**config.mk**
```make
export PLATFORM = sky130hd
export DESIGN_NAME = tlv_event_record_decoder_unit
export DESIGN_NICKNAME = d
export VERILOG_FILES = /design/src/sv/tlv_pkg.sv /design/src/sv/tlv_event_record_decoder_unit.sv /design/src/sv/tlv_front.sv /design/src/sv/tlv_back.sv
export SDC_FILE = /design/constraint.sdc
export NUM_CORES = 2
export LEC_CHECK = 0
export BUFFER_PORTS_ARGS = -buffer_cell sky130_fd_sc_hd__buf_2
export CELL_PAD_IN_SITES_DETAIL_PLACEMENT = 1
export CELL_PAD_IN_SITES_GLOBAL_PLACEMENT = 1
export CORE_MARGIN = 2
export CORE_UTILIZATION = 59
export DETAILED_ROUTE_END_ITERATION = 12
export GPL_ROUTABILITY_DRIVEN = 0
export PLACE_DENSITY_LB_ADDON = 0.1
export SLEW_MARGIN = 30
export SYNTH_ARGS = -nofsm -noshare
export SYNTH_HDL_FRONTEND = slang
export SYNTH_HIERARCHICAL = 1
export SYNTH_SLANG_ARGS = --single-unit
```
**constraint.sdc**
```tcl
create_clock -name clk -period 22.9 [get_ports clk]
set_input_delay 2.29 -clock clk [delete_from_list [all_inputs] [get_ports clk]]
set_output_delay 2.29 -clock clk [all_outputs]
set_load 0.01 [all_outputs]
```
**src/sv/tlv_pkg.sv**
```systemverilog
package tlv_pkg;

  localparam int MaxFields = 16;
  localparam int MaxPath   = 64;
  localparam int QDepth    = 4;

  typedef enum logic [2:0] {
    K_EVENT  = 3'd0,
    K_FIELD  = 3'd1,
    K_SBYTE  = 3'd2,
    K_SEND   = 3'd3,
    K_APPEND = 3'd4,
    K_OK     = 3'd5,
    K_ERR    = 3'd6
  } kind_t;

  typedef struct packed {
    logic [7:0] data_byte;
    logic       last_byte;
  } in_item_t;

  typedef struct packed {
    logic [2:0]  kind;
    logic [2:0]  item_id;
    logic [63:0] value;
    logic [4:0]  field_index;
    logic [5:0]  byte_index;
    logic        last_result;
  } out_item_t;

  // one decoded step: up to four results, valid count
  typedef struct packed {
    logic [2:0]      count;
    out_item_t [3:0] res;
  } step_t;

endpackage

```
**src/sv/tlv_event_record_decoder_unit.sv**
```systemverilog
// Byte-serial TLV event decoder. One byte is accepted per cycle; the front
// parser classifies each byte and posts its results (up to four) into a
// four-entry queue. The back end drains one result per cycle as out_ready
// allows, so bytes that cause several results stall the input only once
// the queue fills. last_byte resets the parser for the next buffer.
module tlv_event_record_decoder_unit import tlv_pkg::*; (
  input  logic      clk,
  input  logic      rst,
  input  in_item_t  in_item,
  input  logic      in_valid,
  output logic      in_ready,
  output out_item_t out_item,
  output logic      out_valid,
  input  logic      out_ready
);

  step_t step;
  logic  step_valid, step_ready;

  tlv_front u_front (
    .clk, .rst, .in_item, .in_valid, .in_ready,
    .step, .step_valid, .step_ready
  );

  tlv_back u_back (
    .clk, .rst, .step, .step_valid, .step_ready,
    .out_item, .out_valid, .out_ready
  );

  a_kind_range: assert property (@(posedge clk) disable iff (rst)
    out_valid |-> out_item.kind <= K_ERR) else $error("bad kind");
  a_step_nonempty: assert property (@(posedge clk) disable iff (rst)
    step_valid |-> step.count != 3'd0) else $error("empty step");
  a_term_last: assert property (@(posedge clk) disable iff (rst)
    out_valid && (out_item.kind == K_OK || out_item.kind == K_ERR) |-> out_item.last_result)
    else $error("ok/error not last");

endmodule

```
**src/sv/tlv_front.sv**
```systemverilog
module tlv_front import tlv_pkg::*; (
  input  logic     clk,
  input  logic     rst,
  input  in_item_t in_item,
  input  logic     in_valid,
  output logic     in_ready,
  output step_t    step,
  output logic     step_valid,
  input  logic     step_ready
);

  typedef enum logic [3:0] {
    PH_EV_HDR, PH_OUT_HDR, PH_OUT_VAL, PH_OUT_SKIP, PH_OUT_TRAIL,
    PH_IN_HDR, PH_IN_VAL, PH_IN_STR, PH_IN_SKIP, PH_IN_TRAIL, PH_DONE
  } phase_t;

  phase_t      phase, phase_next;
  logic [2:0]  header_bytes, header_bytes_next;
  logic [32:0] outer_offset, outer_offset_next;
  logic [32:0] event_end, event_end_next;
  logic [31:0] record_tag, record_tag_next;
  logic [31:0] record_length, record_length_next;
  logic [31:0] inner_tag, inner_tag_next;
  logic [31:0] inner_length, inner_length_next;
  logic [63:0] asm_sh, asm_sh_next;
  logic [4:0]  fields_stored, fields_stored_next;
  logic [5:0]  string_count, string_count_next;
  step_t       st;

  logic        fire;
  logic [63:0] tb;
  logic [31:0] flen;
  logic [31:0] olen;
  logic [63:0] v;

  assign in_ready = !step_valid || step_ready;
  assign fire     = in_valid && in_ready;

  function automatic step_t push(step_t s, kind_t k, logic [2:0] id, logic [63:0] val,
                                 logic [4:0] fi, logic [5:0] bi);
    step_t r;
    r = s;
    if (s.count < 3'd4) begin
      r.res[s.count[1:0]] = '{kind: k, item_id: id, value: val, field_index: fi,
                              byte_index: bi, last_result: 1'b0};
      r.count = s.count + 3'd1;
    end
    return r;
  endfunction

  always_comb begin
    phase_next         = phase;
    header_bytes_next  = header_bytes;
    outer_offset_next  = outer_offset;
    event_end_next     = event_end;
    record_tag_next    = record_tag;
    record_length_next = record_length;
    inner_tag_next     = inner_tag;
    inner_length_next  = inner_length;
    asm_sh_next        = asm_sh;
    fields_stored_next = fields_stored;
    string_count_next  = string_count;
    st                 = '0;
    tb   = asm_sh | ({56'd0, in_item.data_byte} << {header_bytes, 3'b000});
    flen = tb[63:32];
    olen = tb[63:32];
    v    = '0;
    if (phase != PH_DONE) begin
      outer_offset_next = outer_offset + 33'd1;
      unique case (phase)
        PH_EV_HDR: begin
          asm_sh_next = tb;
          if (header_bytes == 3'd3 && tb[31:0] != 32'd1) begin
            st = push(st, K_ERR, 3'd0, '0, '0, '0);
            phase_next = PH_DONE;
          end else if (header_bytes == 3'd7) begin
            event_end_next = 33'd8 + {1'b0, tb[63:32]};
            header_bytes_next = '0;
            asm_sh_next = '0;
            phase_next = PH_OUT_HDR;
          end else begin
            header_bytes_next = header_bytes + 3'd1;
          end
        end
        PH_OUT_HDR: begin
          if (header_bytes == 3'd0 && (event_end - outer_offset) < 33'd8) begin
            phase_next = PH_OUT_TRAIL;
          end else if (header_bytes != 3'd7) begin
            asm_sh_next = tb;
            header_bytes_next = header_bytes + 3'd1;
          end else begin
            record_tag_next = tb[31:0];
            header_bytes_next = '0;
            asm_sh_next = '0;
            if ({1'b0, outer_offset_next} + {2'b00, olen} > {1'b0, event_end}) begin
              st = push(st, K_ERR, 3'd0, '0, '0, '0);
              phase_next = PH_DONE;
            end else begin
              record_length_next = olen;
              if (olen == 32'd0) phase_next = PH_OUT_HDR;
              else if ((tb[31:0] >= 32'd2 && tb[31:0] <= 32'd6 && olen == 32'd4) ||
                       (tb[31:0] == 32'd7 && olen == 32'd8))
                phase_next = PH_OUT_VAL;
              else if (tb[31:0] == 32'd9 && 32'(fields_stored) < 32'(MaxFields))
                phase_next = PH_IN_HDR;
              else phase_next = PH_OUT_SKIP;
            end
          end
        end
        PH_OUT_VAL: begin
          asm_sh_next = tb;
          header_bytes_next = header_bytes + 3'd1;
          record_length_next = record_length - 32'd1;
          if (record_length_next == 32'd0) begin
            v = tb;
            if (record_tag == 32'd2 || record_tag == 32'd3) v = {48'd0, tb[15:0]};
            else if (record_tag == 32'd4 || record_tag == 32'd5) v = {56'd0, tb[7:0]};
            else if (record_tag == 32'd6) v = {32'd0, tb[31:0]};
            st = push(st, K_EVENT, 3'(record_tag - 32'd2), v, '0, '0);
            header_bytes_next = '0;
            asm_sh_next = '0;
            phase_next = PH_OUT_HDR;
          end
        end
        PH_OUT_SKIP: begin
          record_length_next = record_length - 32'd1;
          if (record_length_next == 32'd0) phase_next = PH_OUT_HDR;
        end
        PH_OUT_TRAIL: ;
        PH_IN_HDR, PH_IN_VAL, PH_IN_STR, PH_IN_SKIP, PH_IN_TRAIL: begin
          unique case (phase)
            PH_IN_HDR: begin
              if (header_bytes == 3'd0 && record_length < 32'd8) begin
                phase_next = PH_IN_TRAIL;
              end else if (header_bytes != 3'd7) begin
                asm_sh_next = tb;
                header_bytes_next = header_bytes + 3'd1;
              end else begin
                inner_tag_next = tb[31:0];
                header_bytes_next = '0;
                asm_sh_next = '0;
                if (flen > record_length - 32'd1) begin
                  phase_next = PH_IN_TRAIL;
                end else begin
                  inner_length_next = flen;
                  if (tb[31:0] == 32'd6) begin
                    string_count_next = '0;
                    if (flen == 32'd0) st = push(st, K_SEND, 3'd0, '0, fields_stored, '0);
                    else phase_next = PH_IN_STR;
                  end else if ((tb[31:0] >= 32'd1 && tb[31:0] <= 32'd4 && flen == 32'd4) ||
                               (tb[31:0] == 32'd5 && flen == 32'd8)) begin
                    phase_next = PH_IN_VAL;
                  end else if (flen != 32'd0) begin
                    phase_next = PH_IN_SKIP;
                  end
                end
              end
            end
            PH_IN_VAL: begin
              asm_sh_next = tb;
              header_bytes_next = header_bytes + 3'd1;
              inner_length_next = inner_length - 32'd1;
              if (inner_length_next == 32'd0) begin
                v = tb;
                if (inner_tag == 32'd2 || inner_tag == 32'd3) v = {56'd0, tb[7:0]};
                else if (inner_tag != 32'd5) v = {32'd0, tb[31:0]};
                st = push(st, K_FIELD, 3'(inner_tag - 32'd1), v, fields_stored, '0);
                header_bytes_next = '0;
                asm_sh_next = '0;
                phase_next = PH_IN_HDR;
              end
            end
            PH_IN_STR: begin
              if (32'(string_count) < 32'(MaxPath - 1)) begin
                st = push(st, K_SBYTE, 3'd0, {56'd0, in_item.data_byte}, fields_stored,
                          string_count);
                string_count_next = string_count + 6'd1;
              end
              inner_length_next = inner_length - 32'd1;
              if (inner_length_next == 32'd0) begin
                st = push(st, K_SEND, 3'd0, {58'd0, string_count_next}, fields_stored,
                          string_count_next);
                phase_next = PH_IN_HDR;
              end
            end
            PH_IN_SKIP: begin
              inner_length_next = inner_length - 32'd1;
              if (inner_length_next == 32'd0) phase_next = PH_IN_HDR;
            end
            default: ;
          endcase
          record_length_next = record_length - 32'd1;
          if (record_length_next == 32'd0) begin
            st = push(st, K_APPEND, 3'd0, '0, fields_stored, '0);
            fields_stored_next = fields_stored + 5'd1;
            header_bytes_next = '0;
            asm_sh_next = '0;
            phase_next = PH_OUT_HDR;
          end
        end
        default: ;
      endcase
      if (phase_next != PH_DONE && phase_next != PH_EV_HDR &&
          outer_offset_next == event_end_next) begin
        st = push(st, K_OK, 3'd0, {31'd0, event_end_next}, '0, '0);
        phase_next = PH_DONE;
      end
      if (in_item.last_byte && phase_next != PH_DONE)
        st = push(st, K_ERR, 3'd0, '0, '0, '0);
    end
    if (st.count != 3'd0) st.res[2'(st.count - 3'd1)].last_result = 1'b1;
  end

  always_ff @(posedge clk) begin
    if (rst || (fire && in_item.last_byte)) begin
      phase         <= PH_EV_HDR;
      header_bytes  <= '0;
      outer_offset  <= '0;
      event_end     <= '0;
      record_tag    <= '0;
      record_length <= '0;
      inner_tag     <= '0;
      inner_length  <= '0;
      asm_sh        <= '0;
      fields_stored <= '0;
      string_count  <= '0;
    end else if (fire) begin
      phase         <= phase_next;
      header_bytes  <= header_bytes_next;
      outer_offset  <= outer_offset_next;
      event_end     <= event_end_next;
      record_tag    <= record_tag_next;
      record_length <= record_length_next;
      inner_tag     <= inner_tag_next;
      inner_length  <= inner_length_next;
      asm_sh        <= asm_sh_next;
      fields_stored <= fields_stored_next;
      string_count  <= string_count_next;
    end
    if (rst) begin
      step_valid <= 1'b0;
    end else if (fire) begin
      step_valid <= st.count != 3'd0;
    end else if (step_ready) begin
      step_valid <= 1'b0;
    end
    if (fire) step <= st;
  end

endmodule

```
**src/sv/tlv_back.sv**
```systemverilog
module tlv_back import tlv_pkg::*; (
  input  logic      clk,
  input  logic      rst,
  input  step_t     step,
  input  logic      step_valid,
  output logic      step_ready,
  output out_item_t out_item,
  output logic      out_valid,
  input  logic      out_ready
);

  localparam int PtrW = $clog2(QDepth);

  step_t            q [QDepth];
  logic [PtrW-1:0]  wp, rp;
  logic [PtrW:0]    cnt;
  logic [1:0]       sub;
  logic             push_q, pop_q, last_sub;
  step_t            head;

  assign head       = q[rp];
  assign step_ready = cnt != (PtrW+1)'(QDepth);
  assign push_q     = step_valid && step_ready;
  assign out_valid  = cnt != '0;
  assign out_item   = head.res[sub];
  assign last_sub   = ({1'b0, sub} + 3'd1) == head.count;
  assign pop_q      = out_valid && out_ready && last_sub;

  always_ff @(posedge clk) begin
    if (rst) begin
      wp  <= '0;
      rp  <= '0;
      cnt <= '0;
      sub <= '0;
    end else begin
      if (push_q) wp <= wp + 1'b1;
      if (pop_q) rp <= rp + 1'b1;
      cnt <= cnt + (PtrW+1)'(push_q) - (PtrW+1)'(pop_q);
      if (out_valid && out_ready) sub <= last_sub ? 2'd0 : sub + 2'd1;
    end
    if (push_q) q[wp] <= step;
  end

endmodule
```
==> run metrics <==
outcome finished clean; Area contributors post-synth edfxtp_1 (56%), mux4_2 (11%), dfxtp_1 (7.0%); Worst EP arrival 11.14 ns; largest buffer count on any clock path 3; fin nets 6,008; I/O pin cnt 97; vias in the first global route 53,594; RSZ-0062 raised after global routing no; post-place instance area 84,600 µm²; hold_buf cts 0; Net Sw Power 0.00200 W; Horiz. Die Dim 378 µm; Max-Cap Viols 0; die area 143,000 µm²; register area share after synthesis 63.2%; initial antenna violation count 15; Via Count 52,925; Achievable Freq 0.0941 GHz; internal power 0.00595 W; Worst path most repeated cell a21oi_1; Hold WC Path Type reg2reg; Slowest cell on crit path o211ai_1; Lkg Pwr 30.7 nW; grt ovf 0; Tmin final 10.63 ns; CP Class in2reg; part of the cycle the worst path needs 46.4%; worst rel slew slack 23.0%; Overall Global Routing Usage 35.2%; dpl hpwl 162,000 µm; share of cells above drive strength 1 16.8%; area occupied by multi-input gates 28,200 µm²; worst reg2reg endpoint u_front/step[39]; Worst setup SP type input pin; starting density of the core 59.2%; clock share of power 39.9%; VDD IR max 0.0660 mV; Setup crit end kind flop; post-cts gate resize count 0; Flop pwr share 48.4%; first-pass GRT wire length 366,000 µm; Routed Antenna Nets 0; Clk pin slew, worst setup/hold paths 0.06 ns; DR pass1 iterations 6; Final Util 65.5%; Worst Skew 0.0484 ns; top cell type's share of synthesized area 56.2%; crit-path max FO 15; Mapped Cells 5,732; Mapped Area 82,300 µm²; Worst-Margin Slew 1.16 ns; critical path capture point u_front/step[39]; Async SR Flop Fraction 0%; Yosys reg bits 1,829; wirelength, routed 250,000 µm; YS warnings 6; Root Buffer clkbuf_16; setup TNS 0 ns; main flop type after synthesis edfxtp_1; core area 139,000 µm²; setup bufs post-CTS 0; Gate power share 11.7%; largest area contributor in the netlist edfxtp_1; R2R depth 33; WL per Instance 31.8 µm; Layout Area Growth over Synthesis 10.6%; power density over the cells 87.3 nW/µm²; largest net degree at the start of global routing 146; Design Area, Final 91,100 µm²; WP data required 23.41 ns; cell row count 137; flop2flop setup slack 12.94 ns; CTS tree yes; max-slew violations 0; # DRC 0; Clock Sinks 1,829; H-tree depth 4; Fill cells 12,691; R2R Path Start u_front/outer_offset[0]; die height 378 µm; worst-skew pair later-pin latency 0.85 ns; IO buf count 96; Synth cell types 104; final hold violations 0; CTS Buf Count 183; via density per instance 6.73; crit-path max cell delay 0.77 ns; syn_area_per_cell 14.4 µm²; switch share 25.2%; setup violators final 0; Overall Power 0.00795 W; Worst Setup SP in_item[2]; Post-synth EDFFs 1,541; DR iter-0 viols 6,556; register area 52,100 µm²
## cells by family after synthesis
family	Yosys count	synth area share [%]
flops	1829	63.2
simple gates	1549	9.46
compound gates	941	7.46
buf+inv	600	3.47
mux	461	11.9
xor+xnor	181	1.94
fa+ha+maj	170	2.60
other cells	1	0.00455
## critical path, delay by kind of cell
family | cells | cell delay [ns]
xor gates and xnor gates | 1 | 0.14
and+or+nand+nor | 7 | 1.53
muxes | 1 | 0.27
adders and majority gates | 3 | 0.89
buffers and inverters | 5 | 1.09
AOI/OAI and AO/OA | 18 | 4.92
## flip-flops by register name, indices dropped and copies added (netlist names), 5 cells and up, named ones only
| name | cells |
|---|---|
| u_front/record_tag | 32 |
| u_front/fields_stored | 5 |
| u_front/outer_offset | 33 |
| u_front/inner_length | 32 |
| u_front/event_end | 33 |
| u_front/string_count | 6 |
| u_front/asm_sh | 64 |
| u_front/inner_tag | 32 |
| u_front/step | 217 |
| u_front/record_length | 32 |
| u_back/q | 1324 |
## final cells by class
class                   instances  area share (%)
flip-flops and latches       1829            57.2
diodes                          8          0.0220
inverters                     193           0.809
clock buffers                 224            5.30
repair buffers                202            1.52
well taps                    1876            2.58
clock inverters               121            1.67
multi-input cells            3416            30.9
## cell usage in the layout, fill, tap and decap left out, types with 34 or more instances in the layout
master     instances
a21oi_1          301
xnor2_1          137
dfxtp_1          284
nand4_1           99
a211oi_1         100
mux2i_1           36
buf_4             93
nor3_1            92
xor2_1            43
a21o_1            43
ha_1             168
and3_1            41
o21a_1            41
clkbuf_16        185
buf_2             96
conb_1           114
o21ai_0          141
and2_1            47
clkinv_2          34
clkbuf_1          34
nand2_1          241
edfxtp_1        1541
nor4_1            62
o211ai_1          47
mux4_2           411
or3_1             37
inv_1            192
nor2_1           600
nand3_1           72
## power groups by stage
stage / combinational (W) / sequential [W] / clock (W)
5_1_grt: 0.000982 / 0.00386 / 0.00332
3_5_place_dp: 0.000897 / 0.00391 / 0
3_3_place_gp: 0.000877 / 0.00390 / 0
4_1_cts: 0.000915 / 0.00385 / 0.00321
2_1_floorplan: 0.000632 / 0.00389 / 0
6_report: 0.000930 / 0.00385 / 0.00317
## cell usage after synthesis (94+ instances only)
library cell	n
mux4_2	411
inv_1	192
edfxtp_1	1541
nor3_1	94
ha_1	168
nand4_1	99
nand2_1	244
dfxtp_1	288
xnor2_1	137
nor2_1	601
buf_4	127
clkbuf_1	214
a21oi_1	310
o21ai_0	142
a211oi_1	101
## worst min path at each step
stage / to / depth (start not counted) / startpoint
floorplan: u_front/asm_sh[47] / 2 / u_front/asm_sh[47]
global placement: u_front/asm_sh[56] / 2 / u_front/asm_sh[56]
detailed placement: u_front/asm_sh[34] / 2 / u_front/asm_sh[34]
CTS: u_front/asm_sh[34] / 2 / u_front/asm_sh[34]
global route: u_front/asm_sh[34] / 2 / u_front/asm_sh[34]
finish: u_front/asm_sh[51] / 2 / u_front/asm_sh[51]
## metal layers
layer  GRT usage [%]  share of wire [%]  up-vias
li1                -                  -    22285
met1            47.5                 39    27369
met2            55.8                 47     2682
met3            7.84                9.0      583
met4            14.2                4.4        6
met5               0              0.012        -
## through the flow
step | setup WS [ns] | std cells | hold slack [ns]
floorplan | 13.62 | 5845 | 0.437
global placement | 11.96 | 7512 | 0.449
detailed placement | 11.79 | 7514 | 0.460
CTS | 12.62 | 7859 | 0.475
global route | 11.77 | 7861 | 0.501
finish | 12.27 | 7869 | 0.476
Note: power is estimated with default switching activity, not from simulation.
